<file path="src/design/b64e_pkg.sv">
// shared types, widths and the character table of the base64 bit stream encoder
package b64e_pkg;

  localparam int unsigned SextetW = 6;
  localparam int unsigned CharW   = 7;
  localparam int unsigned HeldW   = 3;
  localparam int unsigned DataW   = 8;
  localparam int unsigned CountW  = 4;

  // command kinds carried in tuser
  localparam logic CmdWrite  = 1'b0;
  localparam logic CmdFinish = 1'b1;

  // characters produced by one item, oldest first
  typedef struct packed {
    logic [1:0]       num;
    logic [CharW-1:0] ch0;
    logic [CharW-1:0] ch1;
  } char_pair_t;

  // standard alphabet lookup
  function automatic logic [CharW-1:0] sextet_to_char(input logic [SextetW-1:0] s);
    logic [CharW-1:0] c;
    c = 7'd0;
    if (s < 6'd26) begin
      c = 7'h41 + {1'b0, s};
    end else if (s < 6'd52) begin
      c = 7'h61 + {1'b0, s} - 7'd26;
    end else if (s < 6'd62) begin
      c = 7'h30 + {1'b0, s} - 7'd52;
    end else if (s == 6'd62) begin
      c = 7'h2B;
    end else begin
      c = 7'h2F;
    end
    return c;
  endfunction

endpackage

</file>
<file path="src/design/b64e_pack.sv">
// combinational packer: merges one item into the accumulator and cuts sextets
module b64e_pack import b64e_pkg::*; (
  input  logic               cmd_i,
  input  logic [DataW-1:0]   data_bits_i,
  input  logic [CountW-1:0]  bit_count_i,
  input  logic [SextetW-1:0] acc_i,
  input  logic [HeldW-1:0]   held_i,
  output char_pair_t         pair_o,
  output logic [SextetW-1:0] acc_o,
  output logic [HeldW-1:0]   held_o
);

  logic [CountW-1:0]  cnt_sat;
  logic [DataW-1:0]   masked;
  logic [12:0]        merged;
  logic [CountW-1:0]  total;
  logic [CountW-1:0]  sh_first;
  logic [CountW-1:0]  sh_second;
  logic [12:0]        first_w;
  logic [12:0]        second_w;
  logic [12:0]        rest_w;
  logic [SextetW-1:0] pad;

  // saturate count and line up held bits ahead of the new ones
  assign cnt_sat   = (bit_count_i > 4'd8) ? 4'd8 : bit_count_i;
  assign masked    = data_bits_i & ~(8'hFF << cnt_sat);
  assign merged    = ({7'd0, acc_i} << cnt_sat) | {5'd0, masked};
  assign total     = {1'b0, held_i} + cnt_sat;
  assign sh_first  = total - 4'd6;
  assign sh_second = total - 4'd12;
  assign first_w   = merged >> sh_first;
  assign second_w  = merged >> sh_second;
  assign pad       = acc_i << (3'd6 - held_i);

  // pick result characters and leftover bits
  always_comb begin
    pair_o.num = 2'd0;
    pair_o.ch0 = sextet_to_char(first_w[SextetW-1:0]);
    pair_o.ch1 = sextet_to_char(second_w[SextetW-1:0]);
    rest_w     = merged;
    held_o     = total[HeldW-1:0];
    if (cmd_i == CmdFinish) begin
      pair_o.ch0 = sextet_to_char(pad);
      pair_o.num = (held_i != 3'd0) ? 2'd1 : 2'd0;
      rest_w     = 13'd0;
      held_o     = 3'd0;
    end else if (total >= 4'd12) begin
      pair_o.num = 2'd2;
      rest_w     = merged & ~(13'h1FFF << sh_second);
      held_o     = sh_second[HeldW-1:0];
    end else if (total >= 4'd6) begin
      pair_o.num = 2'd1;
      rest_w     = merged & ~(13'h1FFF << sh_first);
      held_o     = sh_first[HeldW-1:0];
    end
    acc_o = rest_w[SextetW-1:0];
  end

endmodule

</file>
<file path="src/design/b64e_out.sv">
// result buffer: holds up to two characters and hands them out one per transfer
module b64e_out import b64e_pkg::*; (
  input  logic             clk_i,
  input  logic             rst_ni,
  input  logic             load_i,
  input  char_pair_t       pair_i,
  output logic             free_o,
  output logic             m_axis_tvalid_o,
  input  logic             m_axis_tready_i,
  output logic [7:0]       m_axis_tdata_o,   // [6:0] char_code, [7] zero
  output logic             m_axis_tlast_o
);

  logic [1:0]       rem_q, rem_d;
  logic [CharW-1:0] head_q, head_d;
  logic [CharW-1:0] tail_q, tail_d;
  logic             pop;

  assign pop             = m_axis_tvalid_o & m_axis_tready_i;
  assign free_o          = (rem_q == 2'd0) | ((rem_q == 2'd1) & pop);
  assign m_axis_tvalid_o = (rem_q != 2'd0);
  assign m_axis_tdata_o  = {1'b0, head_q};
  assign m_axis_tlast_o  = (rem_q == 2'd1);

  // load a new pair or shift the tail forward
  always_comb begin
    rem_d  = rem_q;
    head_d = head_q;
    tail_d = tail_q;
    if (load_i) begin
      rem_d  = pair_i.num;
      head_d = pair_i.ch0;
      tail_d = pair_i.ch1;
    end else if (pop) begin
      rem_d  = rem_q - 2'd1;
      head_d = tail_q;
    end
  end

  // control state
  always_ff @(posedge clk_i or negedge rst_ni) begin
    if (!rst_ni) begin
      rem_q <= 2'd0;
    end else begin
      rem_q <= rem_d;
    end
  end

  // character payload
  always_ff @(posedge clk_i) begin
    head_q <= head_d;
    tail_q <= tail_d;
  end

endmodule

</file>
<file path="src/design/base64_bit_stream_encoder.sv">
// top level: input register, accumulator state, packer and result buffer
// path: input register, then packer, then result buffer register, then output
// throughput: one item per cycle while items give at most one character and the
// output is not held back; the one-character-per-cycle output port sets the rate
// reset: asynchronous active low, clears the accumulator, held count and all valid flags
module base64_bit_stream_encoder import b64e_pkg::*; (
  input  logic        clk_i,
  input  logic        rst_ni,
  input  logic        s_axis_tvalid_i,
  output logic        s_axis_tready_o,
  input  logic [15:0] s_axis_tdata_i,   // [7:0] data_bits, [11:8] bit_count, [15:12] zero
  input  logic        s_axis_tuser_i,   // [0] cmd
  output logic        m_axis_tvalid_o,
  input  logic        m_axis_tready_i,
  output logic [7:0]  m_axis_tdata_o,   // [6:0] char_code, [7] zero
  output logic        m_axis_tlast_o
);

  logic               in_vld_q;
  logic               cmd_q;
  logic [DataW-1:0]   data_q;
  logic [CountW-1:0]  cnt_q;
  logic [SextetW-1:0] acc_q, acc_d;
  logic [HeldW-1:0]   held_q, held_d;
  char_pair_t         pair;
  logic               buf_free;
  logic               advance;
  logic               load;

  // item leaves the input register when its characters fit in the buffer
  assign advance         = in_vld_q & ((pair.num == 2'd0) | buf_free);
  assign load            = advance & (pair.num != 2'd0);
  assign s_axis_tready_o = ~in_vld_q | advance;

  b64e_pack u_pack (
    .cmd_i       (cmd_q),
    .data_bits_i (data_q),
    .bit_count_i (cnt_q),
    .acc_i       (acc_q),
    .held_i      (held_q),
    .pair_o      (pair),
    .acc_o       (acc_d),
    .held_o      (held_d)
  );

  b64e_out u_out (
    .clk_i           (clk_i),
    .rst_ni          (rst_ni),
    .load_i          (load),
    .pair_i          (pair),
    .free_o          (buf_free),
    .m_axis_tvalid_o (m_axis_tvalid_o),
    .m_axis_tready_i (m_axis_tready_i),
    .m_axis_tdata_o  (m_axis_tdata_o),
    .m_axis_tlast_o  (m_axis_tlast_o)
  );

  // valid flag and accumulator state
  always_ff @(posedge clk_i or negedge rst_ni) begin
    if (!rst_ni) begin
      in_vld_q <= 1'b0;
      acc_q    <= '0;
      held_q   <= '0;
    end else begin
      if (s_axis_tready_o) begin
        in_vld_q <= s_axis_tvalid_i;
      end
      if (advance) begin
        acc_q  <= acc_d;
        held_q <= held_d;
      end
    end
  end

  // input payload register
  always_ff @(posedge clk_i) begin
    if (s_axis_tvalid_i && s_axis_tready_o) begin
      cmd_q  <= s_axis_tuser_i;
      data_q <= s_axis_tdata_i[7:0];
      cnt_q  <= s_axis_tdata_i[11:8];
    end
  end

endmodule

</file>
<file path="config.mk">
export PLATFORM = sky130hd
export DESIGN_NAME = base64_bit_stream_encoder
export DESIGN_NICKNAME = d
export VERILOG_FILES = /design/src/design/b64e_pkg.sv /design/src/design/b64e_pack.sv /design/src/design/b64e_out.sv /design/src/design/base64_bit_stream_encoder.sv
export SDC_FILE = /design/constraint.sdc
export NUM_CORES = 1
export LEC_CHECK = 0
export BUFFER_PORTS_ARGS = -buffer_cell sky130_fd_sc_hd__buf_2
export CORE_ASPECT_RATIO = 1.5
export CORE_UTILIZATION = 37
export CTS_CLUSTER_SIZE = 20
export DETAILED_ROUTE_END_ITERATION = 10
export PLACE_DENSITY = 0.62
export RECOVER_POWER = 50
export SLEW_MARGIN = 10
export SYNTH_ARGS = -nofsm -noshare
export SYNTH_HDL_FRONTEND = slang
export SYNTH_SLANG_ARGS = --single-unit
</file>
<file path="constraint.sdc">
create_clock -name clk_i -period 15.29 [get_ports clk_i]
set_input_delay 4.587 -clock clk_i [delete_from_list [all_inputs] [get_ports clk_i]]
set_output_delay 4.587 -clock clk_i [all_outputs]
set_load 0.01 [all_outputs]
</file>
**Yosys cells after proc, flatten, opt, wreduce, memory -nomap -nowiden**

Cells that the tools add are included.

- Bits in registers: 39

- Add/sub/neg operators: 20
- $lt $le $gt $ge: 12
- Equality and inequality tests: 4
- Shift-type cells: 7
- Muxes and demuxes: 28
- Bitwise logic cells: 15
- Reductions and logical operators: 7

Operator list:

| kind | number |
|---|---|
| $mux W7 | 12 |
| $add A7 B6 Y7 const A | 6 |
| $lt A6 B6 Y1 const B | 6 |
| $shl A13 B4 Y6 const A | 2 |
| $shr A13 B4 Y6 | 2 |
| $add A6 B6 Y7 const A | 3 |
| $sub A7 B5 Y7 const B | 3 |
| $sub A7 B6 Y7 const B | 3 |
| $eq A6 B6 Y1 const B | 3 |
| $lt A6 B5 Y1 const B | 3 |
| $mux W3 | 6 |
| $mux W6 | 3 |
| $or A13 B8 Y13 | 1 |
| $shl A6 B4 Y13 | 1 |
| $and A6 B6 Y6 | 2 |
| $not A6 Y6 | 2 |
| $and A8 B8 Y8 | 1 |
| $mux W2 | 4 |
| $not A8 Y8 | 1 |
| $shl A8 B4 Y8 const A | 1 |
| $reduce_bool A2 Y1 | 3 |
| $shl A6 B3 Y6 | 1 |
| $add A3 B4 Y4 | 1 |
| $and A1 B1 Y1 | 4 |
| other kinds (15) | 19 |

**Logic depth before layout (Yosys ltp)**

- Depth after elaboration: 14
- Mapped depth: 21
- Depth with buffers taken out: 18

**By module**

Synthesis repeated with hierarchy kept, for this count alone.

- Cells, all modules: 543
- Area total of the unflattened synthesis: 4563.1 sq um

Modules (own cells, without submodules):

| module | instances | cells an instance | area an instance (sq um) |
|---|---|---|---|
| b64e_pack | 1 | 460 | 3096.7 |
| base64_bit_stream_encoder | 1 | 41 | 794.5 |
| b64e_out | 1 | 42 | 671.9 |

**Least setup slack after synthesis**

No wires, ideal clock.

- Path kind: in2out
- Start point: in m_axis_tready_i
- End point: out s_axis_tready_o
- Data arrival time: 4878 ps
- Required time: 10703 ps
- Setup slack: 5825 ps
- Stages on the path: 2
- Buffers on the path: 0
- Path through: a21oi_1 -> nand2_1

- Longest elaborated chain between the ends: 6

Ends and longest elaborated chain:

| item | RTL line | text |
|---|---|---|
| from (decl) | base64_bit_stream_encoder.sv:14 | `input logic m_axis_tready_i,` |
| $and A1 B1 Y1 | b64e_out.sv:19 | `assign pop = m_axis_tvalid_o & m_axis_tready_i;` |
| $and A1 B1 Y1 | b64e_out.sv:20 | `assign free_o = (rem_q == 2'd0) \| ((rem_q == 2'd1) & pop);` |
| $or A1 B1 Y1 | b64e_out.sv:20 |  |
| $or A1 B1 Y1 | base64_bit_stream_encoder.sv:31 | `assign advance = in_vld_q & ((pair.num == 2'd0) \| buf_free);` |
| $and A1 B1 Y1 | base64_bit_stream_encoder.sv:31 |  |
| $or A1 B1 Y1 | base64_bit_stream_encoder.sv:33 | `assign s_axis_tready_o = ~in_vld_q \| advance;` |
| to (decl) | base64_bit_stream_encoder.sv:10 | `output logic s_axis_tready_o,` |

Every way passes these cells.

**Worst setup path in the final report**

Same ends and word-level chain as after synthesis.

==> summary by stage <==
Run status
The flow ran to the end, but the final reports show violations. The checks that failed: capacitance limit, slew limit.

Global route
The wire length of the first global-routing pass is 21490 µm. The sum of overflow across all layers after global routing is 0. The initial antenna violation count came to 0. The number of global-route vias before repair came to 4293. In the global route stage, overall resource usage came out at 0.2043. Entering global routing, the biggest net connects 36 pins.

Worst setup path
For the worst setup path, the data required time is 10.70 ns. The reg-to-reg endpoint is u_out.head_q[0]$_DFFE_PP_. The reg-to-reg critical path startpoint is cnt_q[1]$_DFFE_PP_.

The cell with the biggest individual delay on the critical path is sky130_fd_sc_hd__a21oi_1. The worst setup path is launched from a primary input. The reg2reg setup slack is 8.69 ns.

STA classifies the critical path endpoint as an output port. The category of the critical setup timing path is primary input to output port. The endpoint arrival time on the critical path is 5.15 ns. The family with the most delay on the worst path is buffers and inverters. On the worst path, the slowest cell contributes a delay of 0.19 ns. Traced cell by cell, the critical path runs through clkbuf_1, a21oi_1, nand2_1, buf_2. The maximum fanout along the worst path is 3. For the worst flop-to-flop path, the logic depth is 16. Together, buffers and inverters on the worst path number 2.

Place
The congestion estimate from routability-driven global placement came to 0.9833. The HPWL reported at the end of detailed placement is 10050 µm. The count of buffers added on input and output ports is 26.

Timing
The pin slew with the least headroom to its limit is 1.810 ns. Summed over all failing endpoints, the final setup total negative slack is 0 ns. The post-layout minimum cycle time is 9.740 ns.

The final critical-path share of the clock period is 0.6370. The number of max-slew violations in the final report came to 25. The setup-violating endpoint count in the final report is 0. Across the routed clock network, the largest skew measured is 0.006529 ns. Setup repair after global routing left no endpoint under its margin. Static timing analysis puts the maximum clock frequency at 102.7 MHz. The final hold violation count is 0. Measured against its own limit, the worst slew margin works out to -0.2113.

Clock network
At the later pin of the worst-skew pair, clock insertion delay measures 0.30 ns. TritonCTS created 5 clock buffers. The number of cells upsized or downsized after cts is 0.

The H-tree was split into 2 levels. The maximum clock path buffer count is 2. The tree built by TritonCTS fans out to 39 sinks. The clock transition time at the flip-flop clock pins of the worst setup and hold paths is 0.06 ns. In this run, post-CTS hold repair placed 0 buffers.

The post-CTS setup buffer count is 0. TritonCTS built the clock tree. The root buffer cell chosen for the clock tree is sky130_fd_sc_hd__clkbuf_16.

Hold path
The hold-critical path depth is 2. The kind of path behind the tightest hold check is flop to flop. The destination of the worst hold path is u_out.rem_q[1]$_DFFE_PN0P_.

The startpoint of the tightest hold check path is u_out.rem_q[1]$_DFFE_PN0P_.

Run
Across the run, the number of max-cap violations was 1.

Floorplanning
The number of ports placed on the die boundary is 32. The floorplan step defined a core boundary enclosing 12570 µm². The horizontal die dimension is 94.85 µm.

The floorplan step set the die height to 141.3 µm. The starting density of the core is 0.3805. The area of the die is 13400 µm².

The number of core rows is 50.

Route
The post-detailed-routing wire length is 13300 µm. The number of antenna-violating nets in the routed design is 0. The number of iterations in the first detailed-routing pass is 5. The total vias in the final route is 4524. After detailed routing, the number of vias per cell comes to 6.138. After detailed routing, the average wire length per cell comes to 18.04 µm. The number of DRC violations after detailed routing is 0. The number of violations reported at the end of detailed-routing iteration 0 is 310.

Cells and area
The net count of the finished layout is 632. In the layout the commonest cells are sky130_fd_sc_hd__nand2_1, sky130_fd_sc_hd__nor2_1, sky130_fd_sc_hd__a21oi_1, sky130_fd_sc_hd__o21ai_0, sky130_fd_sc_hd__ha_1. The fill cell total of the finished layout is 1228. In the final layout, the multi-input gates occupy 3354 µm². The antenna cell count is 0.

The layout cell share with drive strength beyond 1 is 0.1256. From synthesis to final layout, the design area changed by 6.956%. The footprint of the flip-flops and latches is 1111 µm². The most common cell after layout, fill and taps aside is sky130_fd_sc_hd__nand2_1.

Synth
The Yosys step of the flow raised 0 warnings. The number of nets produced by synthesis is 631. The synthesized netlist contains 86 unique library cells.

In this run, synthesis produced a sequential element count of 39. The synthesized netlist occupies a cell area of 4785 µm². The post-synthesis sequential area ratio is 0.2322.

The gate count after technology mapping is 579. Of all flip-flops after synthesis, the portion carrying an async set or reset was 0.3077. The number of enable-type register cells in the synthesized netlist is 27. The average instance in the mapped netlist occupies 8.264 µm². The most used flip-flop cell after synthesis is sky130_fd_sc_hd__edfxtp_1.
[layer usage]
metal  global-route usage  part of all wire  vias up
li1                     -                 -     2174
met2               0.3643              0.52      151
met5                    0                 0        -
met4               0.1045             0.043        0
met3              0.03055             0.040       38
met1               0.2304              0.39     2161
[cells by family after synthesis]
logic type      share of synthesized area
compound gates                     0.2929
simple gates                       0.2053
buf+inv                           0.06668
flops                              0.2322
mux                               0.09388
fa+ha+maj                         0.08107
xor+xnor                          0.02720
other cells                     0.0007838
[through the flow]
stage | util | instance area [µm²] | instances | worst slack, ns | hold slack (ns)
floorplan | - | 4785 | 579 | 5.825 | 0.4963
global placement | 0.3950 | 4967 | 729 | 5.532 | 0.5391
detailed placement | 0.3950 | 4967 | 729 | 5.538 | 0.5494
CTS | 0.4085 | 5136 | 737 | 5.537 | 0.5613
global route | 0.4070 | 5117 | 737 | 5.460 | 0.5909
finish | 0.4070 | 5117 | 737 | 5.550 | 0.5584
[worst register-to-register path, cell delays in order (launching register included)]
cell	delay, ns
sky130_fd_sc_hd__edfxtp_1	0.88
sky130_fd_sc_hd__nor2b_1	0.29
sky130_fd_sc_hd__xnor2_1	0.10
sky130_fd_sc_hd__ha_1	0.23
sky130_fd_sc_hd__o21a_1	0.23
sky130_fd_sc_hd__nor2_1	1.36
sky130_fd_sc_hd__ha_1	0.62
sky130_fd_sc_hd__nor2b_1	0.26
sky130_fd_sc_hd__a22o_1	0.27
sky130_fd_sc_hd__o31ai_2	0.56
sky130_fd_sc_hd__inv_1	0.11
sky130_fd_sc_hd__ha_1	0.31
sky130_fd_sc_hd__a2111oi_4	0.37
sky130_fd_sc_hd__a21boi_2	0.28
sky130_fd_sc_hd__mux2_2	0.18
sky130_fd_sc_hd__o21ai_1	0.05
sky130_fd_sc_hd__mux2_2	0.27
[worst max-delay path by stage]
| stage | start | end | slack (ns) | depth (start not counted) |
|---|---|---|---|---|
| floorplan | m_axis_tready_i | s_axis_tready_o | 5.82 | 2 |
| global placement | m_axis_tready_i | s_axis_tready_o | 5.53 | 4 |
| detailed placement | m_axis_tready_i | s_axis_tready_o | 5.54 | 4 |
| CTS | m_axis_tready_i | s_axis_tready_o | 5.54 | 4 |
| global route | m_axis_tready_i | s_axis_tready_o | 5.46 | 4 |
| finish | m_axis_tready_i | s_axis_tready_o | 5.55 | 4 |
[cells in the mapped netlist (all sizes together), types with 5 or more instances]
master	instances	area [µm²]
nand2	53	198.9
nor2	46	187.7
a21oi	42	221.5
o21ai	40	200.2
ha	31	387.9
inv	30	112.6
edfxtp	27	810.8
mux2i	22	220.2
nand3	22	110.1
clkbuf	21	80.07
buf	18	122.6
nor3	14	75.07
o22ai	13	100.1
o31ai	13	102.6
dfrtp	12	300.3
xnor2	11	96.34
a211oi	10	85.08
mux2	10	116.4
nand2b	10	62.56
a31oi	8	50.05
nor2b	8	50.05
o211ai	7	62.56
a21o	6	60.06
and2	6	37.54
nand4	6	37.54
o221ai	6	52.55
a221oi	5	67.57
a22oi	5	37.54
and3	5	31.28
mux4	5	112.6
nand3b	5	45.04
[cell type report]
type                    instances  share of cell area
inverters                      31             0.02274
repair buffers                 33             0.03350
multi-input cells             470              0.6555
flip-flops and latches         39              0.2171
clock inverters                 3            0.008557
clock buffers                   5             0.02445
well taps                     156             0.03814
[flip-flops by register name, indices dropped and copies added, names as in the netlist]
name	cells
data_q	8
held_q	3
cmd_q	1
u_out.head_q	7
in_vld_q	1
u_out.tail_q	7
u_out.rem_q	2
acc_q	6
cnt_q	4
Power is not shown: default switching activity piles up to over one toggle a cycle in this logic, so the estimate is an artifact.
